### src/design/ppc_pkg.sv
// ppc_pkg: shared types, codes and constant tables of the packet protocol classifier.
// No dependencies; every other design file refers to it by scoped names.
`timescale 1ns / 1ps

package ppc_pkg;

    localparam int PREFIX_BYTES = 7;
    localparam int METHOD_COUNT = 9;
    localparam int PORT_W       = 16;
    localparam int CFG_IDX_W    = 8;

    typedef logic [7:0]        t_byte;
    typedef logic [PORT_W-1:0] t_port;

    // Payload prefix, element 0 is the first payload byte
    typedef logic [PREFIX_BYTES-1:0][7:0] t_prefix;

    // IP transport numbers
    localparam t_byte XPORT_TCP = 8'd6;
    localparam t_byte XPORT_UDP = 8'd17;

    // Configuration register indexes
    localparam logic [CFG_IDX_W-1:0] CFG_IM_UDP_PORT      = 8'd0;
    localparam logic [CFG_IDX_W-1:0] CFG_HTTP_TCP_PORT    = 8'd1;
    localparam logic [CFG_IDX_W-1:0] CFG_FTP_DATA_PORT    = 8'd2;
    localparam logic [CFG_IDX_W-1:0] CFG_FTP_CONTROL_PORT = 8'd3;

    // Register reset values
    localparam t_port RST_IM_UDP_PORT      = 16'd8000;
    localparam t_port RST_HTTP_TCP_PORT    = 16'd80;
    localparam t_port RST_FTP_DATA_PORT    = 16'd20;
    localparam t_port RST_FTP_CONTROL_PORT = 16'd21;

    typedef enum logic [1:0] {
        CLS_UNKNOWN = 2'd0,
        CLS_IM      = 2'd1,
        CLS_HTTP    = 2'd2,
        CLS_FTP     = 2'd3
    } t_proto_code;

    typedef enum logic {
        DIR_REQ = 1'b0,
        DIR_RSP = 1'b1
    } t_dir;

    typedef struct packed {
        t_port im_udp_port;
        t_port http_tcp_port;
        t_port ftp_data_port;
        t_port ftp_control_port;
    } t_cfg;

    typedef struct packed {
        t_byte transport_proto;
        t_port src_port;
        t_port dst_port;
        logic [15:0] payload_length;
        t_byte byte_zero;
        t_byte byte_one;
        t_byte byte_two;
        t_byte byte_three;
        t_byte byte_four;
        t_byte byte_five;
        t_byte byte_six;
    } t_in_item;

    typedef struct packed {
        t_proto_code proto_code;
        t_dir        direction;
    } t_out_item;

    // Lower-case ASCII letters used by the prefix words
    localparam t_byte CH_A = 8'h61;
    localparam t_byte CH_C = 8'h63;
    localparam t_byte CH_D = 8'h64;
    localparam t_byte CH_E = 8'h65;
    localparam t_byte CH_G = 8'h67;
    localparam t_byte CH_H = 8'h68;
    localparam t_byte CH_I = 8'h69;
    localparam t_byte CH_L = 8'h6C;
    localparam t_byte CH_N = 8'h6E;
    localparam t_byte CH_O = 8'h6F;
    localparam t_byte CH_P = 8'h70;
    localparam t_byte CH_R = 8'h72;
    localparam t_byte CH_S = 8'h73;
    localparam t_byte CH_T = 8'h74;
    localparam t_byte CH_U = 8'h75;
    localparam t_byte CH_NUL = 8'h00;

    // A prefix word: letters (element 0 first) and its length
    typedef struct packed {
        logic [2:0] len;
        t_prefix    ch;
    } t_word;

    localparam t_word METHOD_WORDS [METHOD_COUNT] = '{
        '{len: 3'd3, ch: {CH_NUL, CH_NUL, CH_NUL, CH_NUL, CH_T, CH_E, CH_G}},
        '{len: 3'd4, ch: {CH_NUL, CH_NUL, CH_NUL, CH_T, CH_S, CH_O, CH_P}},
        '{len: 3'd4, ch: {CH_NUL, CH_NUL, CH_NUL, CH_D, CH_A, CH_E, CH_H}},
        '{len: 3'd3, ch: {CH_NUL, CH_NUL, CH_NUL, CH_NUL, CH_T, CH_U, CH_P}},
        '{len: 3'd6, ch: {CH_NUL, CH_E, CH_T, CH_E, CH_L, CH_E, CH_D}},
        '{len: 3'd7, ch: {CH_T, CH_C, CH_E, CH_N, CH_N, CH_O, CH_C}},
        '{len: 3'd7, ch: {CH_S, CH_N, CH_O, CH_I, CH_T, CH_P, CH_O}},
        '{len: 3'd5, ch: {CH_NUL, CH_NUL, CH_E, CH_C, CH_A, CH_R, CH_T}},
        '{len: 3'd5, ch: {CH_NUL, CH_NUL, CH_H, CH_C, CH_T, CH_A, CH_P}}
    };

    localparam t_word REPLY_WORD =
        '{len: 3'd4, ch: {CH_NUL, CH_NUL, CH_NUL, CH_P, CH_T, CH_T, CH_H}};

    // Only A..Z fold
    function automatic t_byte fold_lower(input t_byte b);
        t_byte r;
        r = b;
        if (b >= 8'h41 && b <= 8'h5A) begin
            r = b + 8'h20;
        end
        return r;
    endfunction

    // Word hit: every letter position present in the payload and equal
    function automatic logic match_word(input t_prefix b, input logic [PREFIX_BYTES-1:0] v,
                                        input t_word w);
        logic hit;
        hit = 1'b1;
        for (int i = 0; i < PREFIX_BYTES; i++) begin
            if (3'(i) < w.len) begin
                hit = hit & v[i] & (b[i] == w.ch[i]);
            end
        end
        return hit;
    endfunction

endpackage

### src/design/ppc_in_if.sv
// ppc_in_if: input channel of the classifier, one packet descriptor per transfer.
// Depends on ppc_pkg for the payload type.
`timescale 1ns / 1ps

interface ppc_in_if;
    logic               valid;
    logic               ready;
    ppc_pkg::t_in_item  data;

    modport source (output valid, output data, input ready);
    modport sink   (input valid, input data, output ready);
endinterface

### src/design/ppc_out_if.sv
// ppc_out_if: result channel of the classifier, protocol code and direction per transfer.
// Depends on ppc_pkg for the payload type.
`timescale 1ns / 1ps

interface ppc_out_if;
    logic               valid;
    logic               ready;
    ppc_pkg::t_out_item data;

    modport source (output valid, output data, input ready);
    modport sink   (input valid, input data, output ready);
endinterface

### src/design/ppc_cfg_regs.sv
// ppc_cfg_regs: the four port registers and their write decode.
// Depends on ppc_pkg.
`timescale 1ns / 1ps

module ppc_cfg_regs (
    input  logic                            i_clk,
    input  logic                            i_rst_n,
    input  logic                            i_we,
    input  logic [ppc_pkg::CFG_IDX_W-1:0]   i_idx,
    input  ppc_pkg::t_port                  i_data,
    output ppc_pkg::t_cfg                   o_cfg
);

    ppc_pkg::t_cfg r_cfg;
    ppc_pkg::t_cfg n_cfg;

    always_comb begin
        n_cfg = r_cfg;
        if (i_we) begin
            case (i_idx)
                ppc_pkg::CFG_IM_UDP_PORT:      n_cfg.im_udp_port      = i_data;
                ppc_pkg::CFG_HTTP_TCP_PORT:    n_cfg.http_tcp_port    = i_data;
                ppc_pkg::CFG_FTP_DATA_PORT:    n_cfg.ftp_data_port    = i_data;
                ppc_pkg::CFG_FTP_CONTROL_PORT: n_cfg.ftp_control_port = i_data;
                default: ; // unused index, ignored
            endcase
        end
    end

    always_ff @(posedge i_clk) begin
        if (!i_rst_n) begin
            r_cfg.im_udp_port      <= ppc_pkg::RST_IM_UDP_PORT;
            r_cfg.http_tcp_port    <= ppc_pkg::RST_HTTP_TCP_PORT;
            r_cfg.ftp_data_port    <= ppc_pkg::RST_FTP_DATA_PORT;
            r_cfg.ftp_control_port <= ppc_pkg::RST_FTP_CONTROL_PORT;
        end else begin
            r_cfg <= n_cfg;
        end
    end

    assign o_cfg = r_cfg;

endmodule

### src/design/ppc_classify.sv
// ppc_classify: combinational priority classification of one packet descriptor.
// Depends on ppc_pkg (word table, fold and match functions).
`timescale 1ns / 1ps

module ppc_classify (
    input  ppc_pkg::t_in_item  i_item,
    input  ppc_pkg::t_cfg      i_cfg,
    output ppc_pkg::t_out_item o_res
);

    ppc_pkg::t_prefix                    raw;
    ppc_pkg::t_prefix                    folded;
    logic [ppc_pkg::PREFIX_BYTES-1:0]    present;
    logic                                is_tcp;
    logic                                is_udp;
    logic                                method_hit;
    logic                                reply_hit;
    logic                                ftp_dst;
    logic                                ftp_src;

    assign raw = {i_item.byte_six, i_item.byte_five, i_item.byte_four, i_item.byte_three,
                  i_item.byte_two, i_item.byte_one, i_item.byte_zero};

    always_comb begin
        for (int i = 0; i < ppc_pkg::PREFIX_BYTES; i++) begin
            folded[i]  = ppc_pkg::fold_lower(raw[i]);
            present[i] = (i_item.payload_length > 16'(i));
        end
    end

    always_comb begin
        method_hit = 1'b0;
        for (int k = 0; k < ppc_pkg::METHOD_COUNT; k++) begin
            method_hit = method_hit |
                         ppc_pkg::match_word(folded, present, ppc_pkg::METHOD_WORDS[k]);
        end
    end

    assign reply_hit = ppc_pkg::match_word(folded, present, ppc_pkg::REPLY_WORD);
    assign is_tcp    = (i_item.transport_proto == ppc_pkg::XPORT_TCP);
    assign is_udp    = (i_item.transport_proto == ppc_pkg::XPORT_UDP);
    assign ftp_dst   = (i_item.dst_port == i_cfg.ftp_data_port) ||
                       (i_item.dst_port == i_cfg.ftp_control_port);
    assign ftp_src   = (i_item.src_port == i_cfg.ftp_data_port) ||
                       (i_item.src_port == i_cfg.ftp_control_port);

    always_comb begin
        o_res.proto_code = ppc_pkg::CLS_UNKNOWN;
        o_res.direction  = ppc_pkg::DIR_REQ;
        if (is_udp) begin
            if (i_item.dst_port == i_cfg.im_udp_port) begin
                o_res.proto_code = ppc_pkg::CLS_IM;
            end else if (i_item.src_port == i_cfg.im_udp_port) begin
                o_res.proto_code = ppc_pkg::CLS_IM;
                o_res.direction  = ppc_pkg::DIR_RSP;
            end
        end else if (is_tcp) begin
            if (i_item.dst_port == i_cfg.http_tcp_port) begin
                o_res.proto_code = ppc_pkg::CLS_HTTP;
            end else if (i_item.src_port == i_cfg.http_tcp_port) begin
                o_res.proto_code = ppc_pkg::CLS_HTTP;
                o_res.direction  = ppc_pkg::DIR_RSP;
            end else if (method_hit) begin
                o_res.proto_code = ppc_pkg::CLS_HTTP;
            end else if (reply_hit) begin
                o_res.proto_code = ppc_pkg::CLS_HTTP;
                o_res.direction  = ppc_pkg::DIR_RSP;
            end else if (ftp_dst) begin
                o_res.proto_code = ppc_pkg::CLS_FTP;
            end else if (ftp_src) begin
                o_res.proto_code = ppc_pkg::CLS_FTP;
                o_res.direction  = ppc_pkg::DIR_RSP;
            end
        end
    end

endmodule

### src/design/packet_protocol_classifier.sv
// packet_protocol_classifier: top level, input register, classifier and result register.
// Depends on ppc_pkg, ppc_in_if, ppc_out_if, ppc_cfg_regs and ppc_classify.
`timescale 1ns / 1ps

// One packet descriptor per transfer in, one result per transfer out, in order.
// Each packet passes the input register, then the result register. Throughput is one
// packet per cycle while results are taken, since the only logic between the input
// and result registers is a row of port compares and seven-byte prefix matches.
// Both stages advance whenever the stage ahead is empty or being drained, so
// input ready stays high while a finished result waits only as long as the
// input register is empty; with both registers full and the result not taken,
// the input stalls. Port registers (im UDP, HTTP TCP, two FTP TCP) reset to
// 8000, 80, 20 and 21 and are written through the plain write port; writes to
// an index of 4 or above are dropped. Write them only with the block empty.
module packet_protocol_classifier (
    input  logic                           i_clk,
    input  logic                           i_rst_n,
    ppc_in_if.sink                         i_in,
    ppc_out_if.source                      o_out,
    input  logic                           i_cfg_we,
    input  logic [ppc_pkg::CFG_IDX_W-1:0]  i_cfg_idx,
    input  ppc_pkg::t_port                 i_cfg_data
);

    ppc_pkg::t_cfg      cfg;
    ppc_pkg::t_out_item cls_res;

    // input stage
    logic               r_s1_valid;
    logic               n_s1_valid;
    ppc_pkg::t_in_item  r_s1_item;

    // result stage
    logic               r_out_valid;
    logic               n_out_valid;
    ppc_pkg::t_out_item r_out_item;

    logic               out_adv;
    logic               s1_adv;

    ppc_cfg_regs u_cfg (
        .i_clk   (i_clk),
        .i_rst_n (i_rst_n),
        .i_we    (i_cfg_we),
        .i_idx   (i_cfg_idx),
        .i_data  (i_cfg_data),
        .o_cfg   (cfg)
    );

    ppc_classify u_cls (
        .i_item (r_s1_item),
        .i_cfg  (cfg),
        .o_res  (cls_res)
    );

    // result register free, or its transfer happens this cycle
    assign out_adv = !r_out_valid || o_out.ready;
    // input register free, or it moves into the result register
    assign s1_adv  = !r_s1_valid || out_adv;

    assign i_in.ready = s1_adv;

    always_comb begin
        n_s1_valid  = r_s1_valid;
        n_out_valid = r_out_valid;
        if (s1_adv) begin
            n_s1_valid = i_in.valid;
        end
        if (out_adv) begin
            n_out_valid = r_s1_valid;
        end
    end

    always_ff @(posedge i_clk) begin
        if (!i_rst_n) begin
            r_s1_valid  <= 1'b0;
            r_out_valid <= 1'b0;
        end else begin
            r_s1_valid  <= n_s1_valid;
            r_out_valid <= n_out_valid;
        end
    end

    // payload registers, no reset
    always_ff @(posedge i_clk) begin
        if (s1_adv && i_in.valid) begin
            r_s1_item <= i_in.data;
        end
        if (out_adv && r_s1_valid) begin
            r_out_item <= cls_res;
        end
    end

    assign o_out.valid = r_out_valid;
    assign o_out.data  = r_out_item;

    // ---- checks ----

    // nothing offered in the cycle after reset
    a_reset_clears: assert property (@(posedge i_clk) !i_rst_n |=> !o_out.valid)
        else $error("result valid right after reset");

    // a packet in the input register that moves on shows as a result next cycle
    a_stage_moves: assert property (@(posedge i_clk) disable iff (!i_rst_n)
        (r_s1_valid && out_adv) |=> o_out.valid)
        else $error("input stage advanced but no result appeared");

    // an empty result register never holds back the input
    a_no_false_stall: assert property (@(posedge i_clk) disable iff (!i_rst_n)
        !r_out_valid |-> i_in.ready)
        else $error("input stalled with result register empty");

    // unknown traffic always reports the request direction
    a_unknown_dir: assert property (@(posedge i_clk) disable iff (!i_rst_n)
        o_out.valid |-> (o_out.data.proto_code != ppc_pkg::CLS_UNKNOWN ||
                         o_out.data.direction == ppc_pkg::DIR_REQ))
        else $error("unknown protocol with response direction");

endmodule
### src/flat_wrapper.sv
// flat-port wrapper written by rule: the top's interface ports become plain ports
module packet_protocol_classifier_flat 
  (i_clk, i_rst_n, i_cfg_we, i_cfg_idx, i_cfg_data, i_in_valid, i_in_data, i_in_ready, o_out_valid, o_out_data, o_out_ready);
  ppc_in_if i_in_i ();
  ppc_out_if o_out_i ();
  input  logic i_clk;
  input  logic i_rst_n;
  input  logic i_cfg_we;
  input  logic [ppc_pkg::CFG_IDX_W-1:0] i_cfg_idx;
  input  ppc_pkg::t_port i_cfg_data;
  input wire logic [$bits(i_in_i.valid)-1:0] i_in_valid;
  input wire logic [$bits(i_in_i.data)-1:0] i_in_data;
  output wire logic [$bits(i_in_i.ready)-1:0] i_in_ready;
  output wire logic [$bits(o_out_i.valid)-1:0] o_out_valid;
  output wire logic [$bits(o_out_i.data)-1:0] o_out_data;
  input wire logic [$bits(o_out_i.ready)-1:0] o_out_ready;
  assign i_in_i.valid = i_in_valid;
  assign i_in_i.data = i_in_data;
  assign i_in_ready = i_in_i.ready;
  assign o_out_valid = o_out_i.valid;
  assign o_out_data = o_out_i.data;
  assign o_out_i.ready = o_out_ready;
  packet_protocol_classifier u_core (.i_clk(i_clk), .i_rst_n(i_rst_n), .i_in(i_in_i), .o_out(o_out_i), .i_cfg_we(i_cfg_we), .i_cfg_idx(i_cfg_idx), .i_cfg_data(i_cfg_data));
endmodule
### config.mk
export PLATFORM = sky130hd
export DESIGN_NAME = packet_protocol_classifier_flat
export DESIGN_NICKNAME = d
export VERILOG_FILES = /design/src/design/ppc_pkg.sv /design/src/design/ppc_in_if.sv /design/src/design/ppc_out_if.sv /design/src/design/ppc_cfg_regs.sv /design/src/design/ppc_classify.sv /design/src/design/packet_protocol_classifier.sv /design/src/flat_wrapper.sv
export SDC_FILE = /design/constraint.sdc
export NUM_CORES = 1
export LEC_CHECK = 0
export BUFFER_PORTS_ARGS = -buffer_cell sky130_fd_sc_hd__buf_2
export CORE_MARGIN = 2
export CORE_UTILIZATION = 60
export CTS_BUF_LIST = sky130_fd_sc_hd__clkbuf_4 sky130_fd_sc_hd__clkbuf_8 sky130_fd_sc_hd__clkbuf_16
export CTS_CLUSTER_SIZE = 10
export DETAILED_ROUTE_END_ITERATION = 7
export PLACE_DENSITY = 0.95
export SLEW_MARGIN = 20
export SYNTH_ARGS = -nofsm -noshare
export SYNTH_HDL_FRONTEND = slang
export SYNTH_SLANG_ARGS = --single-unit
### constraint.sdc
create_clock -name i_clk -period 6.7 [get_ports i_clk]
set_input_delay 0.67 -clock i_clk [delete_from_list [all_inputs] [get_ports i_clk]]
set_output_delay 0.67 -clock i_clk [all_outputs]
set_load 0.01 [all_outputs]
==> impl_metrics.py, run 1 <==
metrics = {
    "global_route": {
        "grt_usage_pct": 30.2,
        "antenna_found_initial": 0,
        "grt_pass1_vias": 6321,
        "grt_pass1_wl_mm": 33.4,
        "grt_overflow": 0,
        "grt_max_degree": 67,
    },
    "cts": {
        "cts_buffers": 17,
        "cts_setup_buffers": 0,
        "cts_sinks": 181,
        "cts-root-buf": "clkbuf_16",
        "cts_tree": "yes",
        "clk-insertion-delay-late_ns": 0.43,
        "ctsHoldBuffers": 0,
        "clk_pin_slew_worst_paths_ns": 0.06,
        "post_cts_resized": 0,
        "clock_path_buffers": 2,
        "htreeDepth": 4,
    },
    "yosys": {
        "avgSynthCellArea_um2": 11.1,
        "ys_ff_latch": 181,
        "synthMuxAreaShare_pct": 0,
        "synth_warnings": 0,
        "ys_seq_area_share_pct": 57.3,
        "ys_async_sr_fraction_pct": 0,
        "synth_fa_ha_area_share_pct": 1.05,
        "synth_cells": 748,
        "ys_types": 49,
        "synthFlopType": "edfxtp_1",
        "synthSimpleGateAreaFrac_pct": 18.7,
        "synth_compound_area_share_pct": 7.36,
        "synth_nets": 896,
        "synth_xor_xnor_area_share_pct": 13.6,
        "synth-edff-count": 115,
        "yosys.area.top_type": "edfxtp_1",
        "synth_top_family_by_area": "simple AND/OR/NAND/NOR gates",
        "synthTopCellsByArea": "edfxtp_1 (41%), dfxtp_1 (16%), xnor2_1 (10%)",
        "synth.cell_area_um2": 8330,
        "synth_top_area_share_pct": 41.5,
    },
    "critical_path": {
        "cp.arrival_ns": 3.13,
        "end_kind": "flop",
        "critPathLaunchType": "flop",
        "rr_worst_depth": 9,
        "cp_data_required_time_ns": 6.88,
        "cp_max_fo": 5,
        "crit_type": "reg2reg",
    },
    "power_and_ir_drop": {
        "pwr-share-clk_pct": 41.2,
        "power.leakage_nw": 3.47,
        "ir_drop_mv": 0.206,
        "power.total_mw": 2.44,
        "p_seq_share_pct": 52.6,
        "p_per_area_nw_per_um2": 250,
        "p_comb_share_pct": 6.3,
        "swShare_pct": 22.2,
        "power.net_switching_mw": 0.540,
        "p_int_mw": 1.89,
    },
    "timing": {
        "period_share_pct": 44.1,
        "min_period_ns": 2.95,
        "maxSlewViolCount": 0,
        "setup_viol": 0,
        "setup_tns_ns": 0,
        "finalClockSkew_ns": 0.00565,
        "clock.fmax_ghz": 0.339,
        "hold_violations": 0,
        "rsz0062_at_grt": "no",
        "relSlewSlack_pct": 29.3,
        "tightest_slew_ns": 1.06,
    },
    "outcome": {
        "outcome": "finished, final reports clean",
    },
    "cells_and_area": {
        "fin_cells": 1070,
        "final_nets": 1025,
        "diodes": 0,
        "drive_gt1_share_pct": 21.0,
        "fin_util_pct": 71.1,
        "area.growth.synth_to_final_pct": 17.2,
    },
    "drt": {
        "wl_mm": 21.9,
        "initialDrtViolationCount": 938,
        "num_vias": 6387,
        "first_pass_iters": 7,
        "drcViolationCount": 0,
        "via_per_inst": 5.97,
        "wl_per_cell_um": 20.5,
        "detail-route-antenna-nets": 0,
    },
    "floorplan": {
        "die_h_um": 122,
        "die_area_um2": 14800,
        "die_w_um": 122,
        "rows": 43,
        "initial_core_util_pct": 60.7,
        "core_um2": 13700,
        "pin_count": 146,
    },
    "hold_path": {
        "hp-class": "in2reg",
        "hold_depth": 1,
    },
    "placed_design": {
        "place.gp.congestion": 0.951,
        "portBuffers": 145,
        "dp_cells": 1038,
        "place_hpwl_mm": 15.3,
    },
    "run": {
        "maxCapViolCount": 0,
    },
}
## critical path, stage by stage (launching register included)
cell and delay, ns:
edfxtp_1 0.47, ha_1 0.35, nor2b_1 0.16, o21ai_0 0.49, nor3_1 0.12, o21ai_0 0.20, o31ai_1 0.11, nor4_1 0.31
nand2_1 0.14, o31a_2 0.36
## routing by layer
layer / track usage (%) / part of all wire (%) / up-vias
met4: 10.8 / 2.6 / 0
met5: 0 / 0 / -
met3: 6.51 / 7.9 / 62
met2: 52.7 / 51 / 370
met1: 37.1 / 39 / 3032
li1: - / - / 2923
## Yosys cell counts (2+ instances only)
cell type / instances
nand4b_1: 5
or4b_1: 2
a21oi_1: 11
nand4_1: 34
nand4bb_1: 2
nand3b_1: 3
and4_1: 2
or4_1: 2
a21boi_0: 50
or3b_2: 2
nor2b_1: 13
nor4_1: 24
buf_2: 5
o21ai_0: 6
o22ai_1: 2
o211ai_1: 3
nor2_1: 15
nor3_1: 13
dfxtp_1: 66
nand2b_1: 4
nand3_1: 21
ha_1: 7
and2_1: 2
edfxtp_1: 115
nor3b_1: 7
nand2_1: 141
xnor2_1: 97
o2111ai_1: 5
xor2_1: 32
inv_1: 4
clkbuf_1: 33
nor4b_1: 3
## power by group through the flow
stage                     Clock (mW)  Sequential, mW  Combinational (mW)
after floorplan                    0            1.28              0.0870
after global placement             0            1.30               0.145
after detailed placement           0            1.30               0.149
after CTS                       1.01            1.28               0.152
after global routing            1.05            1.28               0.166
final                           1.00            1.28               0.153
## sequential cells by signal, indices dropped and copies added (netlist names)
name and cells:
u_core.r_s1_item 112, u_core.r_s1_valid 1, u_core.u_cfg.o_cfg 64, u_core.o_out.valid 1
u_core.o_out.data 3
## final timing paths
kind	startpoint	end	slack, ns
worst max-delay path	u_core.r_s1_item[45]	u_core.o_out.data[2]	3.75
worst min-delay path	i_in_data[21]	u_core.r_s1_item[21]	0.41
worst max register to register	u_core.r_s1_item[45]	u_core.o_out.data[2]	3.75
worst min register to register	u_core.u_cfg.o_cfg[46]	u_core.u_cfg.o_cfg[46]	0.50
## per-stage QoR
stage	setup slack [ns]	cell area [um2]	hold WS, ns
floorplan	2.74	8330	0.468
global placement	3.86	9150	0.479
detailed placement	3.83	9150	0.487
CTS	3.76	9760	0.402
global route	3.52	9760	0.398
finish	3.75	9760	0.412
## placed cells by master, fill, tap and decap left out, types with 2 or more instances in the layout
master | netlist | routed
a21boi_0 | 50 | 50
a21oi_1 | 11 | 11
and4_1 | 2 | 2
buf_2 | 5 | 145
buf_4 | 0 | 3
clkbuf_16 | 0 | 20
clkbuf_4 | 0 | 2
clkinv_2 | 0 | 4
clkinvlp_4 | 0 | 2
dfxtp_1 | 66 | 66
edfxtp_1 | 115 | 115
ha_1 | 7 | 7
inv_1 | 4 | 4
nand2_1 | 141 | 141
nand2b_1 | 4 | 4
nand3_1 | 21 | 21
nand3b_1 | 3 | 3
nand4_1 | 34 | 34
nand4b_1 | 5 | 5
nand4bb_1 | 2 | 2
nor2_1 | 15 | 15
nor2b_1 | 13 | 13
nor3_1 | 13 | 13
nor3b_1 | 7 | 7
nor4_1 | 24 | 24
nor4b_1 | 3 | 3
o2111ai_1 | 5 | 5
o211ai_1 | 3 | 3
o21ai_0 | 6 | 6
o22ai_1 | 2 | 2
or3b_2 | 2 | 2
or4_1 | 2 | 2
or4b_1 | 2 | 2
xnor2_1 | 97 | 97
xor2_1 | 32 | 32
## kinds of logic (layout without fill, tap and decap cells)
kind of cell    after synthesis  after routing
buf+inv                      42            184
compound gates               86             86
xor+xnor                    129            129
flops                       181            181
simple gates                303            303
fa+ha+maj                     7              7
## final cells by class
| class | count | area [um2] |
|---|---|---|
| timing repair buffer | 148 | 748 |
| clock inverter | 10 | 88.8 |
| multi-input combinational | 525 | 3390 |
| sequential | 181 | 4770 |
| inverter | 4 | 15.0 |
| clock buffer | 22 | 515 |
| tap | 180 | 225 |
| fill | 944 | 3960 |
Note: power is estimated with default switching activity, not from simulation.
==> run 2: changes to the inputs <==
Settings changed: ABC_AREA set to 1, CORE_UTILIZATION 60 to 57, PLACE_DENSITY 0.95 to 0.92.
Clock period 6.7 ns to 2.9 ns, I/O delays scaled along.
==> run 2 against run 1 <==
Clock power is 130% higher. Hold slack worse by 0.41 ns. Die area rose by 18%. First-iteration DRC count is 11% lower. Design area up 12%. Cell count increased by 33%. Sequential share of layout area shrank 5.2 points. Clock-buffer cell count is 4 lower. Setup slack got worse by 3.2 ns. Combinational power increased to 3.0 times the previous value. Sequential power rose by 130%. Register-to-register slack got worse by 3.2 ns. Critical path type unchanged. Highest routed layer unchanged.
==> impl_metrics.py, run 2 <==
metrics = {
    "outcome": {
        "outcome": "finished, final reports clean",
    },
    "yosys": {
        "synthTopCellsByArea": "edfxtp_1 (37%), dfxtp_1 (14%), nand2_1 (6.3%)",
        "ys_types": 46,
        "avgSynthCellArea_um2": 8.92,
        "synth-edff-count": 115,
        "synth_nets": 1198,
        "synth_most_common_cell": "nand2_1",
        "synthFlopType": "edfxtp_1",
        "synth_cells": 1050,
        "ys_seq_area_share_pct": 51.0,
        "yosys-top-cells-count": "nand2_1 (157), nor2_1 (147), inv_1 (134)",
        "synth_top_area_share_pct": 36.9,
        "synth_warnings": 0,
        "synth.cell_area_um2": 9370,
        "yosys.area.top_type": "edfxtp_1",
        "ys_async_sr_fraction_pct": 0,
        "ys_ff_latch": 181,
    },
    "placed_design": {
        "portBuffers": 145,
        "place_hpwl_mm": 18.4,
        "place_ws_ns": 0.579,
        "post_dp_cell_area_um2": 10300,
        "place.gp.congestion": 1.02,
    },
    "cts": {
        "clk_pin_slew_worst_paths_ns": 0.08,
        "ctsHoldBuffers": 0,
        "cts_setup_buffers": 0,
        "clock_path_buffers": 2,
        "htreeDepth": 4,
        "cts-root-buf": "clkbuf_16",
        "cts_sinks": 181,
        "cts_tree": "yes",
        "clk-insertion-delay-late_ns": 0.45,
        "cts_buffers": 17,
        "post_cts_resized": 0,
    },
    "floorplan": {
        "rows": 46,
        "pin_count": 146,
        "die_h_um": 132,
        "die_w_um": 132,
        "initial_core_util_pct": 58.6,
        "core_um2": 16000,
        "die_area_um2": 17500,
    },
    "timing": {
        "period_share_pct": 81.6,
        "finalClockSkew_ns": 0.0120,
        "clock.fmax_ghz": 0.422,
        "hold_violations": 0,
        "min_period_ns": 2.37,
        "setup_viol": 0,
        "tightest_slew_ns": 0.824,
        "relSlewSlack_pct": 45.0,
        "setup_tns_ns": 0,
        "fin_ws_ns": 0.533,
        "rsz0062_at_grt": "no",
        "hold_ws_ns": 0.00376,
        "maxSlewViolCount": 0,
    },
    "global_route": {
        "grt_pass1_vias": 7761,
        "grt_usage_pct": 28.6,
        "grt_max_degree": 80,
        "grt_pass1_wl_mm": 39.0,
        "grt_overflow": 0,
        "antenna_found_initial": 0,
    },
    "critical_path": {
        "cp.arrival_ns": 2.58,
        "end_kind": "flop",
        "r2r_start": "u_core.r_s1_item[43]",
        "rrSetupSlack_ns": 0.53,
        "critPathLaunchType": "flop",
        "r2r_end": "u_core.o_out.data[0]",
        "rr_worst_depth": 14,
        "cp_max_fo": 5,
        "crit_type": "reg2reg",
        "cp_data_required_time_ns": 3.12,
    },
    "cells_and_area": {
        "largest-register": "u_core.r_s1_item",
        "final_nets": 1346,
        "seqCellArea_um2": 4770,
        "diodes": 0,
        "final_common_cell": "nand2_1",
        "design_area_um2": 10900,
        "area.growth.synth_to_final_pct": 16.5,
        "largest_reg_flops": 112,
        "multi_input_area_um2": 3930,
        "final_cell_mix": "nand2_1 (157), nor2_1 (147), buf_2 (145), inv_1 (133), edfxtp_1 (115)",
        "drive_gt1_share_pct": 20.1,
        "fill_cells": 1251,
    },
    "drt": {
        "wl_mm": 24.9,
        "initialDrtViolationCount": 838,
        "via_per_inst": 5.58,
        "detail-route-antenna-nets": 0,
        "drcViolationCount": 0,
        "wl_per_cell_um": 17.5,
        "first_pass_iters": 6,
        "num_vias": 7967,
    },
    "hold_path": {
        "worstHoldStart": "i_in_data[89]",
        "hp-class": "in2reg",
        "hold_depth": 1,
        "hold_end": "u_core.r_s1_item[89]",
    },
    "power_and_ir_drop": {
        "power.total_mw": 5.72,
        "ir_drop_mv": 0.424,
        "p_per_area_nw_per_um2": 524,
        "power.leakage_nw": 4.65,
    },
    "run": {
        "maxCapViolCount": 0,
    },
}
-- run 2: cell count changes in the layout (fill, tap and decap cells not counted), sizes merged, moves of 13 or more --
cell    previous run  this run
nor2              15       159
inv                6       149
a21boi            51         0
xnor2             97        47
nand3             21        67
a211oi             1        35
nand2            141       161
nor3              13        32
o21ai              6        25
a21oi             11        27
xor2              32        46
nor2b             13         0
or2                1        14
-- run 2: area by class of cell --
type / instances / share of cell area, %
timing repair buffer: 153 / 7.40
inverter: 143 / 4.96
sequential: 181 / 43.7
clock buffer: 18 / 3.97
tap: 216 / 2.48
multi-input combinational: 702 / 36.0
clock inverter: 14 / 1.46
-- run 2: cell families after synthesis --
| kind of cell | synth area share, % |
|---|---|
| simple gates | 24.1 |
| fa+ha+maj | 0.935 |
| compound gates | 8.19 |
| buf+inv | 7.09 |
| xor+xnor | 8.69 |
| flops | 51.0 |
-- run 2: how the worst max path moves through the flow --
| stage | start | to | cells after the start |
|---|---|---|---|
| 2_1_floorplan | u_core.o_out.valid | u_core.r_s1_item[0] | 3 |
| 3_3_place_gp | u_core.r_s1_item[43] | u_core.o_out.data[0] | 14 |
| 3_5_place_dp | u_core.r_s1_item[43] | u_core.o_out.data[0] | 14 |
| 4_1_cts | u_core.r_s1_item[43] | u_core.o_out.data[0] | 14 |
| 5_1_grt | u_core.r_s1_item[43] | u_core.o_out.data[0] | 16 |
| 6_report | u_core.r_s1_item[43] | u_core.o_out.data[0] | 14 |
-- run 2: layer usage --
layer	GRT usage [%]	wire length [um]
met4	12.9	1110
met5	0	0
met3	6.38	1660
met1	33.0	9690
met2	50.7	12500
-- run 2: metrics by stage --
step | instances | utilization, %
2_1_floorplan | 1050 | -
3_3_place_gp | 1391 | 64.3
3_5_place_dp | 1391 | 64.3
4_1_cts | 1423 | 68.0
5_1_grt | 1427 | 68.2
6_report | 1427 | 68.2
-- run 2: power by group --
part / switching [mW] / internal, mW
Combinational: 0.279 / 0.187
Sequential: 0.0980 / 2.85
Clock: 1.14 / 1.17
Total: 1.51 / 4.20
-- run 2: critical path: stages (launching register included) --
cell	delay, ns
edfxtp_1	0.48
nor2_2	0.25
inv_1	0.13
nor3_1	0.30
nand3_1	0.16
nor3_1	0.25
nand3_1	0.10
nand2_1	0.09
nand2_1	0.05
nand2_1	0.06
nand2_1	0.07
nand2_1	0.06
nand2_1	0.05
nand2_1	0.05
nand2_1	0.04
==> run 3: changes to the inputs <==
Clock period 2.9 ns to 2.28 ns, I/O delays scaled along.
==> run 3 against run 2 <==
Non-clock buffer count increased by 128. Critical endpoint unchanged. Core utilization increased by 8.9 points. Combinational power increased by 71%. First-iteration DRC count decreased by 4.3%. Maximum frequency increased by 4.4%. Clock-buffer cell count decreased by 1. Critical path type unchanged. Critical path depth increased by 4. Hold slack improved by 0.073 ns. Highest routed layer unchanged. Largest cell class unchanged. Largest power group unchanged. Via count increased by 12%. Cell count increased by 9.0%. Sequential share of layout area decreased by 5.0 points.
==> impl_metrics.py, run 3 (synthesis results as in run 2) <==
metrics = {
    "critical_path": {
        "rr_worst_depth": 18,
        "cp_data_required_time_ns": 2.49,
        "r2r_start": "u_core.r_s1_item[23]",
        "cp_max_fo": 4,
        "crit_type": "reg2reg",
        "rrSetupSlack_ns": 0.01,
        "end_kind": "flop",
        "cp.arrival_ns": 2.47,
        "r2r_end": "u_core.o_out.data[0]",
        "critPathLaunchType": "flop",
    },
    "cts": {
        "clk_pin_slew_worst_paths_ns": 0.08,
        "clk-insertion-delay-late_ns": 0.45,
        "clock_path_buffers": 2,
        "cts_sinks": 181,
        "cts_tree": "yes",
        "cts-root-buf": "clkbuf_16",
        "cts_buffers": 17,
        "htreeDepth": 4,
    },
    "placed_design": {
        "post_dp_cell_area_um2": 10400,
        "place_hpwl_mm": 18.0,
        "portBuffers": 145,
        "place.gp.congestion": 0.972,
    },
    "global_route": {
        "grt_overflow": 0,
        "antenna_found_initial": 1,
        "grt_usage_pct": 33.1,
        "grt_pass1_vias": 9049,
        "grt_pass1_wl_mm": 45.4,
        "grt_max_degree": 80,
    },
    "power_and_ir_drop": {
        "power.total_mw": 7.73,
        "swShare_pct": 26.3,
        "ir_drop_mv": 0.583,
        "p_per_area_nw_per_um2": 627,
        "p_comb_share_pct": 10.3,
        "power.leakage_nw": 5.23,
        "pwr-share-clk_pct": 41.1,
        "p_seq_share_pct": 48.6,
        "p_int_mw": 5.70,
        "power.net_switching_mw": 2.03,
    },
    "cells_and_area": {
        "final_nets": 1474,
        "final_common_cell": "nand2_1",
        "largest-register": "u_core.r_s1_item",
        "area.growth.synth_to_final_pct": 31.7,
        "fill_cells": 1000,
        "largest_reg_flops": 112,
        "drive_gt1_share_pct": 21.9,
        "design_area_um2": 12300,
        "fin_util_pct": 77.1,
        "final_cell_mix": "nand2_1 (150), buf_2 (145), nor2_1 (135), inv_1 (132), edfxtp_1 (115)",
    },
    "timing": {
        "maxSlewViolCount": 0,
        "relSlewSlack_pct": 47.4,
        "finalClockSkew_ns": 0.00957,
        "rsz0062_at_grt": "yes",
        "min_period_ns": 2.27,
        "setup_viol": 0,
        "period_share_pct": 99.4,
        "hold_violations": 0,
        "clock.fmax_ghz": 0.441,
        "setup_tns_ns": 0,
        "tightest_slew_ns": 0.788,
    },
    "floorplan": {
        "core_um2": 16000,
        "die_area_um2": 17500,
        "rows": 46,
        "pin_count": 146,
        "die_w_um": 132,
        "die_h_um": 132,
        "initial_core_util_pct": 58.6,
    },
    "drt": {
        "initialDrtViolationCount": 802,
        "wl_per_cell_um": 18.5,
        "detail-route-antenna-nets": 0,
        "drcViolationCount": 0,
        "num_vias": 8925,
        "first_pass_iters": 5,
        "via_per_inst": 5.74,
        "wl_mm": 28.7,
    },
    "hold_path": {
        "hp-class": "in2reg",
        "worstHoldStart": "i_cfg_data[15]",
        "hold_depth": 3,
        "hold_end": "u_core.u_cfg.o_cfg[15]",
    },
    "run": {
        "maxCapViolCount": 0,
    },
    "outcome": {
        "outcome": "finished, final reports clean",
    },
}
==> run 3: cell count changes in the layout (fill, tap and decap cells not counted), sizes merged, moves of 2 or more <==
cell / before / now
inv: 149 / 146
bufinv: 0 / 2
clkinv: 6 / 8
buf: 149 / 169
dlygate4sd3: 4 / 112
==> run 3: power by group through the flow <==
| stage | clock network, mW | logic (mW) | registers, mW |
|---|---|---|---|
| 2_1_floorplan | 0 | 0.352 | 3.78 |
| 3_3_place_gp | 0 | 0.566 | 3.81 |
| 3_5_place_dp | 0 | 0.582 | 3.82 |
| 4_1_cts | 3.15 | 0.745 | 3.75 |
| 5_1_grt | 3.30 | 0.862 | 3.77 |
| 6_report | 3.18 | 0.797 | 3.76 |
==> run 3: layer usage <==
layer  vias up  GRT usage [%]  wire length [um]
li1       4089              -                 -
met1      4144           37.3             10300
met2       524           57.9             14500
met3       168           7.57              2250
met4         0           18.9              1650
met5         -              0                 0
==> run 3: cell type report <==
cell class              instances  area [um2]  area share, %
flip-flops and latches        181        4780           38.7
multi-input cells             702        4050           32.8
repair buffers                281        2050           16.6
inverters                     143         542           4.39
clock buffers                  17         425           3.45
well taps                     216         270           2.19
clock inverters                15         215           1.74
diodes                          1        2.50         0.0203
==> run 3: per-stage QoR <==
stage / hold slack (ns) / instances / worst slack [ns]
after floorplan: 0.327 / 1050 / -0.303
after global placement: 0.404 / 1404 / 0.0618
after detailed placement: 0.406 / 1404 / -0.00541
after CTS: 0.0455 / 1548 / 0.0222
after global routing: 0.0627 / 1556 / -0.200
final: 0.0764 / 1556 / 0.0129
==> run 3: worst max path at each step <==
stage | endpoint | startpoint | cells after the start | slack (ns)
final | u_core.o_out.data[0] | u_core.r_s1_item[23] | 18 | 0.01
after CTS | u_core.o_out.data[0] | u_core.r_s1_item[21] | 18 | 0.02
after global routing | u_core.o_out.data[0] | u_core.r_s1_item[21] | 18 | -0.20
after detailed placement | u_core.o_out.data[0] | u_core.r_s1_item[53] | 18 | -0.005
after global placement | u_core.o_out.data[0] | u_core.r_s1_item[40] | 16 | 0.06
after floorplan | u_core.r_s1_item[0] | u_core.o_out.valid | 3 | -0.30
==> run 3: what timing repair did <==
action                                 4_1_cts  5_1_grt
hold buffers                               112        0
endpoints found under the hold margin      112        0
gates resized for setup                      1       30
pin swaps                                    0       11
setup endpoints to repair                    1        3
setup buffers                                0        7
==> run 3: critical path, cell delays in order (launching register included) <==
cell and delay [ns]:
edfxtp_1 0.42, inv_2 0.08, nand2_1 0.09, nor2_1 0.14
nand3_2 0.12, a21oi_1 0.28, nand3_2 0.18, nor2_2 0.14
nand2_1 0.05, nand2_1 0.06, nand2_1 0.04, nand2_1 0.06
nand2_1 0.05, nand2_1 0.07, nand2_2 0.06, nand2_1 0.06
nand2_1 0.05, nand2_1 0.05, nand2_1 0.04
